$ cat src/design/sarf_pkg.sv
// Shared types and constants for the sensor acknowledge frame receiver.
package sarf_pkg;

  localparam int unsigned FRAME_MAX  = 128;
  localparam int unsigned HEAD_BYTES = 9;
  localparam int unsigned MIN_LEN    = 3;
  localparam int unsigned LEN_MAX    = FRAME_MAX - HEAD_BYTES;
  localparam int unsigned LEN_W      = $clog2(LEN_MAX + 1);

  localparam logic [7:0] HDR_FIRST  = 8'hEF;
  localparam logic [7:0] HDR_SECOND = 8'h01;
  localparam logic [7:0] ACK_ID     = 8'h07;

  localparam logic [3:0] POS_FIRST  = 4'd2;
  localparam logic [3:0] POS_ID     = 4'd6;
  localparam logic [3:0] POS_LEN_HI = 4'd7;
  localparam logic [3:0] POS_LEN_LO = 4'd8;

  localparam logic [15:0] MIN_LEN16 = 16'(MIN_LEN);
  localparam logic [15:0] LEN_MAX16 = 16'(LEN_MAX);

  typedef enum logic [1:0] {
    PH_HUNT   = 2'd0,
    PH_SAW_EF = 2'd1,
    PH_HEADER = 2'd2,
    PH_BODY   = 2'd3
  } phase_e;

  typedef enum logic [1:0] {
    KIND_CONFIRM = 2'd0,
    KIND_PAYLOAD = 2'd1,
    KIND_STATUS  = 2'd2
  } kind_e;

  typedef enum logic [1:0] {
    ST_OK      = 2'd0,
    ST_BAD_LEN = 2'd1,
    ST_BAD_ID  = 2'd2
  } status_e;

  typedef struct packed {
    logic       valid;
    kind_e      kind;
    logic [7:0] data;
    status_e    status;
    logic [6:0] count;
    logic       frame_end;
  } res_t;

  typedef struct packed {
    logic       valid;
    logic [7:0] rx_byte;
  } byte_t;

endpackage

$ cat src/design/sarf_rx_if.sv
// Channel carrying received bytes into the frame receiver.
interface sarf_rx_if;
  logic       valid;
  logic       ready;
  logic [7:0] rx_byte;

  modport source (output valid, output rx_byte, input ready);
  modport sink   (input valid, input rx_byte, output ready);
endinterface

$ cat src/design/sarf_res_if.sv
// Channel carrying result items out of the frame receiver.
interface sarf_res_if;
  logic       valid;
  logic       ready;
  logic [1:0] item_kind;
  logic [7:0] data_byte;
  logic [1:0] frame_status;
  logic [6:0] copied_count;
  logic       frame_end;

  modport source (output valid, output item_kind, output data_byte, output frame_status,
                  output copied_count, output frame_end, input ready);
  modport sink   (input valid, input item_kind, input data_byte, input frame_status,
                  input copied_count, input frame_end, output ready);
endinterface

$ cat src/design/sarf_in_reg.sv
// Input register: holds one received byte until the parser takes it.
module sarf_in_reg (
  input  logic            clk_i,
  input  logic            rst_ni,
  input  logic            adv_i,
  input  logic            in_valid_i,
  input  logic [7:0]      in_byte_i,
  output logic            in_ready_o,
  output sarf_pkg::byte_t q_o
);
  import sarf_pkg::*;

  logic       valid_q, valid_d;
  logic [7:0] byte_q, byte_d;
  logic       load;

  assign in_ready_o = adv_i || !valid_q;
  assign load       = in_valid_i && in_ready_o;

  always_comb begin
    valid_d = valid_q;
    byte_d  = byte_q;
    if (adv_i || !valid_q) begin
      valid_d = load;
      byte_d  = in_byte_i;
    end
  end

  always_ff @(posedge clk_i or negedge rst_ni) begin
    if (!rst_ni) begin
      valid_q <= 1'b0;
    end else begin
      valid_q <= valid_d;
    end
  end

  always_ff @(posedge clk_i) begin
    byte_q <= byte_d;
  end

  assign q_o = '{valid: valid_q, rx_byte: byte_q};
endmodule

$ cat src/design/sarf_parser.sv
// Frame parser: header hunt, length check and per-byte result decision.
module sarf_parser (
  input  logic            clk_i,
  input  logic            rst_ni,
  input  logic            step_i,
  input  logic [7:0]      rx_byte_i,
  input  logic [6:0]      capacity_i,
  output sarf_pkg::res_t  res_o
);
  import sarf_pkg::*;

  phase_e           phase_q, phase_d;
  logic [3:0]       pos_q, pos_d;
  logic [7:0]       len_hi_q, len_hi_d;
  logic [LEN_W-1:0] rem_q, rem_d;
  logic             id_q, id_d;
  logic             seen_q, seen_d;
  logic [6:0]       sent_q, sent_d;
  logic [15:0]      full_len;
  logic             bad_len;

  assign full_len = {len_hi_q, rx_byte_i};
  assign bad_len  = (full_len < MIN_LEN16) || (full_len > LEN_MAX16);

  always_comb begin
    phase_d = phase_q;
    if (step_i) begin
      unique case (phase_q)
        PH_HUNT: begin
          if (rx_byte_i == HDR_FIRST) phase_d = PH_SAW_EF;
        end
        PH_SAW_EF: begin
          if (rx_byte_i == HDR_SECOND) phase_d = PH_HEADER;
          else if (rx_byte_i != HDR_FIRST) phase_d = PH_HUNT;
        end
        PH_HEADER: begin
          if (pos_q == POS_LEN_LO) phase_d = bad_len ? PH_HUNT : PH_BODY;
        end
        PH_BODY: begin
          if (rem_q == LEN_W'(1)) phase_d = PH_HUNT;
        end
        default: phase_d = PH_HUNT;
      endcase
    end
  end

  always_comb begin
    pos_d    = pos_q;
    len_hi_d = len_hi_q;
    rem_d    = rem_q;
    id_d     = id_q;
    seen_d   = seen_q;
    sent_d   = sent_q;
    res_o    = '{valid: 1'b0, kind: KIND_CONFIRM, data: 8'd0, status: ST_OK,
                 count: 7'd0, frame_end: 1'b0};
    if (step_i) begin
      unique case (phase_q)
        PH_HUNT: ;
        PH_SAW_EF: begin
          if (rx_byte_i == HDR_SECOND) pos_d = POS_FIRST;
        end
        PH_HEADER: begin
          pos_d = pos_q + 4'd1;
          if (pos_q == POS_ID) id_d = (rx_byte_i == ACK_ID);
          if (pos_q == POS_LEN_HI) len_hi_d = rx_byte_i;
          if (pos_q == POS_LEN_LO) begin
            pos_d  = 4'd0;
            sent_d = 7'd0;
            seen_d = 1'b0;
            rem_d  = full_len[LEN_W-1:0];
            if (bad_len) begin
              res_o = '{valid: 1'b1, kind: KIND_STATUS, data: 8'd0, status: ST_BAD_LEN,
                        count: 7'd0, frame_end: 1'b1};
            end
          end
        end
        PH_BODY: begin
          rem_d = rem_q - LEN_W'(1);
          if (!seen_q) begin
            seen_d = 1'b1;
            if (id_q) begin
              res_o = '{valid: 1'b1, kind: KIND_CONFIRM, data: rx_byte_i, status: ST_OK,
                        count: 7'd0, frame_end: 1'b0};
            end
          end else if (rem_q > LEN_W'(2)) begin
            if (id_q && (sent_q < capacity_i)) begin
              sent_d = sent_q + 7'd1;
              res_o  = '{valid: 1'b1, kind: KIND_PAYLOAD, data: rx_byte_i, status: ST_OK,
                         count: 7'd0, frame_end: 1'b0};
            end
          end
          if (rem_q == LEN_W'(1)) begin
            pos_d  = 4'd0;
            sent_d = 7'd0;
            res_o  = '{valid: 1'b1, kind: KIND_STATUS, data: 8'd0,
                       status: id_q ? ST_OK : ST_BAD_ID,
                       count: id_q ? sent_q : 7'd0, frame_end: 1'b1};
          end
        end
        default: ;
      endcase
    end
  end

  always_ff @(posedge clk_i or negedge rst_ni) begin
    if (!rst_ni) begin
      phase_q  <= PH_HUNT;
      pos_q    <= 4'd0;
      len_hi_q <= 8'd0;
      rem_q    <= '0;
      id_q     <= 1'b0;
      seen_q   <= 1'b0;
      sent_q   <= 7'd0;
    end else begin
      phase_q  <= phase_d;
      pos_q    <= pos_d;
      len_hi_q <= len_hi_d;
      rem_q    <= rem_d;
      id_q     <= id_d;
      seen_q   <= seen_d;
      sent_q   <= sent_d;
    end
  end
endmodule

$ cat src/design/sarf_out_reg.sv
// Result register: holds one result item until the sink takes it.
module sarf_out_reg (
  input  logic           clk_i,
  input  logic           rst_ni,
  input  logic           adv_i,
  input  sarf_pkg::res_t res_i,
  output sarf_pkg::res_t q_o
);
  import sarf_pkg::*;

  logic valid_q, valid_d;
  res_t res_q, res_d;

  always_comb begin
    valid_d = valid_q;
    res_d   = res_q;
    if (adv_i) begin
      valid_d = res_i.valid;
      res_d   = res_i;
    end
  end

  always_ff @(posedge clk_i or negedge rst_ni) begin
    if (!rst_ni) begin
      valid_q <= 1'b0;
    end else begin
      valid_q <= valid_d;
    end
  end

  always_ff @(posedge clk_i) begin
    res_q <= res_d;
  end

  always_comb begin
    q_o       = res_q;
    q_o.valid = valid_q;
  end
endmodule

$ cat src/design/sensor_ack_frame_receiver_unit.sv
// Top level of the sensor acknowledge frame receiver.
//
// rx_i takes one received byte per transaction. res_o gives result items:
// the confirm code, payload bytes up to the capacity register, and one
// status item closing each frame (ok, bad declared length, wrong id) with
// the number of payload bytes passed on.
// cfg_we_i/cfg_wdata_i write the payload capacity; reset value 116.
// A byte passes through an input register and then the parser, whose
// result lands in the result register that drives res_o. One byte per
// cycle is sustained while the sink does not stall; the parser state
// update is a single pass per byte.
// Bytes that cause no result only advance the parser state.
// Reset empties both registers and puts the parser in header hunt.
// When the sink stalls with a result waiting, the result register and the
// input register both hold; rx_i.ready stays high only while the input
// register is empty, so at most one more byte is taken.
module sensor_ack_frame_receiver_unit (
  input  logic       clk_i,
  input  logic       rst_ni,
  input  logic       cfg_we_i,
  input  logic [6:0] cfg_wdata_i,
  sarf_rx_if.sink    rx_i,
  sarf_res_if.source res_o
);
  import sarf_pkg::*;

  logic       adv;
  logic [6:0] cap_q, cap_d;
  byte_t      in_q;
  res_t       res_c;
  res_t       out_q;

  assign adv = !out_q.valid || res_o.ready;

  assign cap_d = cfg_we_i ? cfg_wdata_i : cap_q;

  always_ff @(posedge clk_i or negedge rst_ni) begin
    if (!rst_ni) begin
      cap_q <= 7'd116;
    end else begin
      cap_q <= cap_d;
    end
  end

  sarf_in_reg u_in_reg (
    .clk_i      (clk_i),
    .rst_ni     (rst_ni),
    .adv_i      (adv),
    .in_valid_i (rx_i.valid),
    .in_byte_i  (rx_i.rx_byte),
    .in_ready_o (rx_i.ready),
    .q_o        (in_q)
  );

  sarf_parser u_parser (
    .clk_i      (clk_i),
    .rst_ni     (rst_ni),
    .step_i     (adv && in_q.valid),
    .rx_byte_i  (in_q.rx_byte),
    .capacity_i (cap_q),
    .res_o      (res_c)
  );

  sarf_out_reg u_out_reg (
    .clk_i  (clk_i),
    .rst_ni (rst_ni),
    .adv_i  (adv),
    .res_i  (res_c),
    .q_o    (out_q)
  );

  assign res_o.valid        = out_q.valid;
  assign res_o.item_kind    = out_q.kind;
  assign res_o.data_byte    = out_q.data;
  assign res_o.frame_status = out_q.status;
  assign res_o.copied_count = out_q.count;
  assign res_o.frame_end    = out_q.frame_end;
endmodule
$ cat src/flat_wrapper.sv
// flat-port wrapper written by rule: the top's interface ports become plain ports
module sensor_ack_frame_receiver_unit_flat import sarf_pkg::*;
  (clk_i, rst_ni, cfg_we_i, cfg_wdata_i, rx_i_valid, rx_i_rx_byte, rx_i_ready, res_o_valid, res_o_item_kind, res_o_data_byte, res_o_frame_status, res_o_copied_count, res_o_frame_end, res_o_ready);
  sarf_rx_if rx_i_i ();
  sarf_res_if res_o_i ();
  input  logic clk_i;
  input  logic rst_ni;
  input  logic cfg_we_i;
  input  logic [6:0] cfg_wdata_i;
  input wire logic [$bits(rx_i_i.valid)-1:0] rx_i_valid;
  input wire logic [$bits(rx_i_i.rx_byte)-1:0] rx_i_rx_byte;
  output wire logic [$bits(rx_i_i.ready)-1:0] rx_i_ready;
  output wire logic [$bits(res_o_i.valid)-1:0] res_o_valid;
  output wire logic [$bits(res_o_i.item_kind)-1:0] res_o_item_kind;
  output wire logic [$bits(res_o_i.data_byte)-1:0] res_o_data_byte;
  output wire logic [$bits(res_o_i.frame_status)-1:0] res_o_frame_status;
  output wire logic [$bits(res_o_i.copied_count)-1:0] res_o_copied_count;
  output wire logic [$bits(res_o_i.frame_end)-1:0] res_o_frame_end;
  input wire logic [$bits(res_o_i.ready)-1:0] res_o_ready;
  assign rx_i_i.valid = rx_i_valid;
  assign rx_i_i.rx_byte = rx_i_rx_byte;
  assign rx_i_ready = rx_i_i.ready;
  assign res_o_valid = res_o_i.valid;
  assign res_o_item_kind = res_o_i.item_kind;
  assign res_o_data_byte = res_o_i.data_byte;
  assign res_o_frame_status = res_o_i.frame_status;
  assign res_o_copied_count = res_o_i.copied_count;
  assign res_o_frame_end = res_o_i.frame_end;
  assign res_o_i.ready = res_o_ready;
  sensor_ack_frame_receiver_unit u_core (.clk_i(clk_i), .rst_ni(rst_ni), .cfg_we_i(cfg_we_i), .cfg_wdata_i(cfg_wdata_i), .rx_i(rx_i_i), .res_o(res_o_i));
endmodule
$ cat config.mk
export PLATFORM = sky130hd
export DESIGN_NAME = sensor_ack_frame_receiver_unit_flat
export DESIGN_NICKNAME = d
export VERILOG_FILES = /design/src/design/sarf_pkg.sv /design/src/design/sarf_rx_if.sv /design/src/design/sarf_res_if.sv /design/src/design/sarf_in_reg.sv /design/src/design/sarf_parser.sv /design/src/design/sarf_out_reg.sv /design/src/design/sensor_ack_frame_receiver_unit.sv /design/src/flat_wrapper.sv
export SDC_FILE = /design/constraint.sdc
export NUM_CORES = 1
export LEC_CHECK = 0
export ABC_AREA = 1
export BUFFER_PORTS_ARGS = -buffer_cell sky130_fd_sc_hd__buf_4
export CAP_MARGIN = 20
export CELL_PAD_IN_SITES_DETAIL_PLACEMENT = 1
export CELL_PAD_IN_SITES_GLOBAL_PLACEMENT = 2
export CORE_UTILIZATION = 40
export CTS_BUF_LIST = sky130_fd_sc_hd__clkbuf_4 sky130_fd_sc_hd__clkbuf_8
export DETAILED_ROUTE_END_ITERATION = 8
export PLACE_DENSITY = 0.88
export SLEW_MARGIN = 20
export SYNTH_ARGS = -nofsm -noshare
export SYNTH_HDL_FRONTEND = slang
export SYNTH_SLANG_ARGS = --single-unit
export TNS_END_PERCENT = 10
$ cat constraint.sdc
create_clock -name clk_i -period 4.7 [get_ports clk_i]
set_input_delay 0.47 -clock clk_i [delete_from_list [all_inputs] [get_ports clk_i]]
set_output_delay 0.47 -clock clk_i [all_outputs]
set_load 0.01 [all_outputs]
Word-level counts from Yosys, hierarchy flattened
Index checks and enable logic that the tools add are counted.
{ "word_totals": {"output_inout_bits": 22, "elab_cells": 91, "in_bits": 20, "regBits": 67} }
{ "classes": {"eq_ne": 19, "magnitude_cmp": 4, "muxes": 32, "reduce_logical": 17, "add_sub_neg": 3} }
{ "ops": {"columns": ["op", "n"], "rows": [
  ["$mux 21", 8],
  ["$mux 7", 7],
  ["$pmux 21 s2", 1],
  ["$pmux 7 s2", 2],
  ["$gt 16x7->1 const B", 1],
  ["$lt 16x2->1 const B", 1],
  ["$mux 2", 7],
  ["$mux 4", 3],
  ["$ne 3x3->1 const B", 4],
  ["$pmux 4 s3", 1],
  ["$reduce_and 3->1", 3],
  ["$eq 4x3->1 const B", 2],
  ["$eq 8x1->1 const B", 1],
  ["$eq 8x3->1 const B", 1],
  ["$eq 8x8->1 const B", 1],
  ["$ne 2x2->1 const B", 4],
  ["$ne 8x8->1 const B", 1],
  ["$pmux 2 s4", 1],
  ["$add 7x1->7 const B", 1],
  ["$eq 7x1->1 const B", 1],
  ["$gt 7x2->1 const B", 1],
  ["$lt 7x7->1", 1],
  ["$sub 7x1->7 const B", 1],
  ["$reduce_and 6->1", 1],
  ["14 further kinds", 20]
]} }

Longest topological paths before layout
{ "logic_depth": {"word_depth": 8, "mapped_depth": 13, "depth_no_buf": 13} }

Cells and area by module
A second synthesis with hierarchy kept.
{ "unflattened": {"cells_unflattened": 404, "area_unflattened_um2": 3616.0} }
{ "by_module_without_submodules": {"columns": ["mod", "seq_area_each_um2", "area_per_inst_um2", "instances", "cells_per_inst"], "rows": [
  ["sarf_parser", 750.7, 2368.5, 1, 331],
  ["sarf_out_reg", 625.6, 648.1, 1, 26],
  ["sensor_ack_frame_receiver_unit", 180.2, 306.5, 1, 33],
  ["sarf_in_reg", 265.3, 292.8, 1, 14]
]} }

Least setup slack after synthesis
OpenSTA, ideal clock, no wires.
{ "synth_path": {"path_kind": "input -> register", "start": "input port res_o_ready", "end": "register u_core.u_parser.sent_q[5]", "stages": 10, "slack_ns": 2.966, "path_buffers": 1, "setup_ns": 0.118, "required_time_ns": 4.582, "t_arrival_ns": 1.615, "cell_sequence": "inv_1 -> nand2_2 -> nand2_2 -> inv_1 -> nand2_1 -> nor2_4 -> nand2_4 -> buf_12 -> nand2_2 -> o21ai_2"} }
{ "synth_via": {"elab_chain_len": 3} }
{ "synth_lines": {"columns": ["element", "line", "text"], "rows": [
  ["start: declaration", "flat_wrapper.sv:19", "input wire logic [$bits(res_o_i.ready)-1:0] res_o_ready;"],
  ["$logic_or 1x1->1", "sensor_ack_frame_receiver_unit.sv:33", "assign adv = !out_q.valid || res_o.ready;"],
  ["via u_core.adv", "sensor_ack_frame_receiver_unit.sv:27", "logic adv;"],
  ["$logic_and 1x1->1", "sensor_ack_frame_receiver_unit.sv:58", ".step_i (adv && in_q.valid),"],
  ["$reduce_and 6->1 (no line)", null, null],
  ["end signal: assignment", "sarf_parser.sv:121", "sent_q <= sent_d;"],
  ["end: declaration", "sarf_parser.sv:18", "logic [6:0] sent_q, sent_d;"]
]} }
The timed path passes the listed nets, and every way through them passes these cells.
A chain may end at the register's enable or synchronous reset.

Final worst setup path
{ "layout_path": {"start": "register u_core.u_out_reg.valid_q", "end": "register u_core.u_parser.rem_q[6]"} }
{ "layout_via": {"elab_chain_len": 4} }
{ "layout_lines": {"columns": ["element", "line", "text"], "rows": [
  ["start: declaration", "sarf_out_reg.sv:11", "logic valid_q, valid_d;"],
  ["start signal: assignment", "sarf_out_reg.sv:27", "valid_q <= valid_d;"],
  ["$logic_not 1->1", "sensor_ack_frame_receiver_unit.sv:33", null],
  ["$logic_or 1x1->1", "sensor_ack_frame_receiver_unit.sv:33", null],
  ["via u_core.adv", "sensor_ack_frame_receiver_unit.sv:27", null],
  ["$logic_and 1x1->1", "sensor_ack_frame_receiver_unit.sv:58", null],
  ["$reduce_and 3->1 (no line)", null, null],
  ["end signal: assignment", "sarf_parser.sv:118", "rem_q <= rem_d;"],
  ["end: declaration", "sarf_parser.sv:15", "logic [LEN_W-1:0] rem_q, rem_d;"]
]} }
The timed path passes the listed nets, and every way through them passes these cells.

==> run metrics <==
Mean Syn Cell Area between 9 and 10 µm²; crit path DAT around 2.4 ns; number of rows in the core area 33; Total Nets Final around 450; Worst-Margin Slew roughly 0.55 ns; status finished clean; Fin. Hold Viols 0; sum of overflow across all layers after global routing 0; clock tree sinks 66; post-detailed-route wirelength per cell 14.2 µm; net count after synthesis 406; vias in the first global route 2,610; die extent in y roughly 94 µm; maximum count of clock buffers along a single path 2; number of port buffers around 40; share of the yosys chip area belonging to registers 52.6%; Power Density 339 nW/µm²; DRT iter0 DRCs 80; synthesized flop and latch total 66; die outline width around 94 µm; Die Outline Area slightly below 9000 µm²; # hold bufs at CTS 0; post-detailed-route via-to-cell ratio ~4.8; initial standard-cell utilization of the core 41.4%; peak ir drop on the vdd network 0.129 mV; proportion of layout cells with a drive suffix above 1 between 20% and 30%; number of H-tree levels 3; post-CTS resize count 0; via total after detailed routing about 2.6k; final cycle utilization of the critical path 44.5%; final critical-path setup slack 2.61 ns; synth warn 0; WL final 7.52 mm; number of setup violations in the final report 0; clock-pin slew on the worst setup and hold paths around 0.080 ns; final worst clock skew 0.0126 ns; clock root buffer sky130_fd_sc_hd__clkbuf_8; all-layer global routing usage 19.3%; area added between synthesis and finish 18.2%; post-CTS setup-driven buffer insertion count 0; Final Critical Period around 2.1 ns; Inserted Diodes 0; number of library cell types mapped by synthesis 35; first-pass iteration count of the detailed router 4; static leakage 1.92 nW; Max transition margin 63.2%; weighted congestion at the end of routability-driven global placement 0.784; fill count 966; Antenna Nets Post-Route 0; commonest register cell after synthesis sky130_fd_sc_hd__dfrtp_1; Async S/R FF share, synth around three fifths; CTS buffer count 9; area of the mapped netlist 3410 µm²; Ports 42; number of synthesized flops with an enable pin 27; max-slew violation total from the final report 0; Min-Delay Path Class in -> async; standard cell with the maximum stage delay on the critical path sky130_fd_sc_hd__nand2_2; gate count of the mapped netlist 373; maximum number of pins on one net before global-route repair 40; leading cell types in the layout, fill and taps excluded sky130_fd_sc_hd__nand2_1, sky130_fd_sc_hd__nor2_1, sky130_fd_sc_hd__inv_1; depth of the worst register-to-register path 9; startpoint type of the worst setup path flop; Core ar. 8220 µm²; maximum fanout along the worst path 21; clock latency of the later-clocked register in the worst-skew pair approximately 0.34 ns; Setup TNS 0 ns; data required time of the critical path 4.96 ns; Post-Place Setup Slack 2.35 ns; FF+latch area 1790 µm²; first-pass GRT wire length around 13 mm; clock tree from TritonCTS built; # DRC 0; list of cells traversed by the critical path nand2_2, nand2_2, inv_1, nand2_1, nor2_4, inv_2, a21oi_1, o21ai_0, o21ai_0; RSZ-0062 raised after global routing false; most frequent standard cell in the layout excluding fill and tap cells sky130_fd_sc_hd__nand2_1; number of maximum-capacitance violations 0; post-detailed-placement half-perimeter wirelength 5.59 mm; reg-to-reg setup timing slack 2.61 ns; endpoint class of the critical path flop; Worst Setup Path Type reg -> reg; multi-input gate area in the final layout 1350 µm²; critical path's largest stage delay 0.43 ns; initial antenna violation count 0; f_max 0.478 GHz
[state kept, by name (all words and copies together) (netlist names), 2 cells and up]
signal / count
u_core.u_out_reg.q_o: 19
u_core.u_parser.rem_q: 7
u_core.cap_q: 7
u_core.u_parser.len_hi_q: 8
u_core.u_parser.phase_q: 2
u_core.u_parser.pos_q: 4
u_core.u_parser.sent_q: 7
u_core.u_in_reg.byte_q: 8
[through the flow]
stage	power, W	hold WS (ns)	instances	util (%)	area [µm²]
after floorplan	0.000740	0.174	373	-	3410
after global placement	0.000786	0.458	512	46.0	3780
after detailed placement	0.000790	0.471	512	46.0	3780
after CTS	0.00138	0.103	528	49.0	4030
after global routing	0.00142	0.131	528	49.0	4030
final	0.00136	0.102	528	49.0	4030
[Yosys cell counts, types with 5 or more instances]
master	number	share of area, %
sky130_fd_sc_hd__inv_1	49	5.4
sky130_fd_sc_hd__ha_1	13	4.8
sky130_fd_sc_hd__xor2_1	5	1.3
sky130_fd_sc_hd__nand2_2	8	1.5
sky130_fd_sc_hd__nor2_1	51	5.6
sky130_fd_sc_hd__nand2_1	81	8.9
sky130_fd_sc_hd__o21ai_2	14	3.6
sky130_fd_sc_hd__o21ai_0	23	3.4
sky130_fd_sc_hd__a21oi_1	6	0.88
sky130_fd_sc_hd__edfxtp_1	27	24
sky130_fd_sc_hd__nand3_1	15	2.2
sky130_fd_sc_hd__dfrtp_1	35	26
[worst max-delay path, delay by kind of cell (launching register included)]
kind | cells | cell delay (ns)
AOI/OAI and AO/OA | 3 | 0.32
DFF | 1 | 0.40
and+or+nand+nor | 4 | 1.03
buffers and inverters | 2 | 0.26
[path summary, 6_finish.rpt]
| check | from | end |
|---|---|---|
| min in group clk_i | rx_i_rx_byte[2] | u_core.u_in_reg.byte_q[2]$_DFFE_PN_ |
| max | u_core.u_out_reg.valid_q$_DFFE_PN0P_ | u_core.u_parser.rem_q[6]$_DFFE_PN0P_ |
| min reg2reg | u_core.u_parser.len_hi_q[6]$_DFFE_PN0P_ | u_core.u_parser.len_hi_q[6]$_DFFE_PN0P_ |
| max reg2reg | u_core.u_out_reg.valid_q$_DFFE_PN0P_ | u_core.u_parser.rem_q[6]$_DFFE_PN0P_ |
| min | rst_ni | u_core.u_parser.len_hi_q[1]$_DFFE_PN0P_ |
| max in group asynchronous | rst_ni | u_core.cap_q[6]$_DFFE_PN1P_ |
[where the power goes]
| part | switching [W] | internal (W) |
|---|---|---|
| Combinational | 0.0000830 | 0.0000452 |
| Sequential | 0.0000241 | 0.000624 |
| Clock | 0.000227 | 0.000360 |
[cell type report]
cell class	instances	share of cell area [%]
sequential	66	44.5
multi-input combinational	248	33.6
timing repair buffer	41	7.64
inverter	52	4.85
clock buffer	10	3.26
tap	105	3.26
clock inverter	6	2.86
[cells by family (layout without fill, tap and decap cells)]
family,Yosys count,count (layout),share of synthesized area [%]
compound gates,49,49,8.89
fa+ha+maj,13,13,4.78
xor+xnor,6,6,1.54
simple gates,179,179,24.2
flops,66,66,52.6
mux,1,1,0.331
buf+inv,59,109,7.64
[metal layers]
metal	up-vias	part of all wire (%)	GRT usage, %
li1	1287	-	-
met1	1230	48	25.9
met2	34	48	31.0
met3	7	3.3	4.85
met4	0	0.98	5.13
met5	-	0	0
No activity file was read; power rests on OpenSTA's default activity.
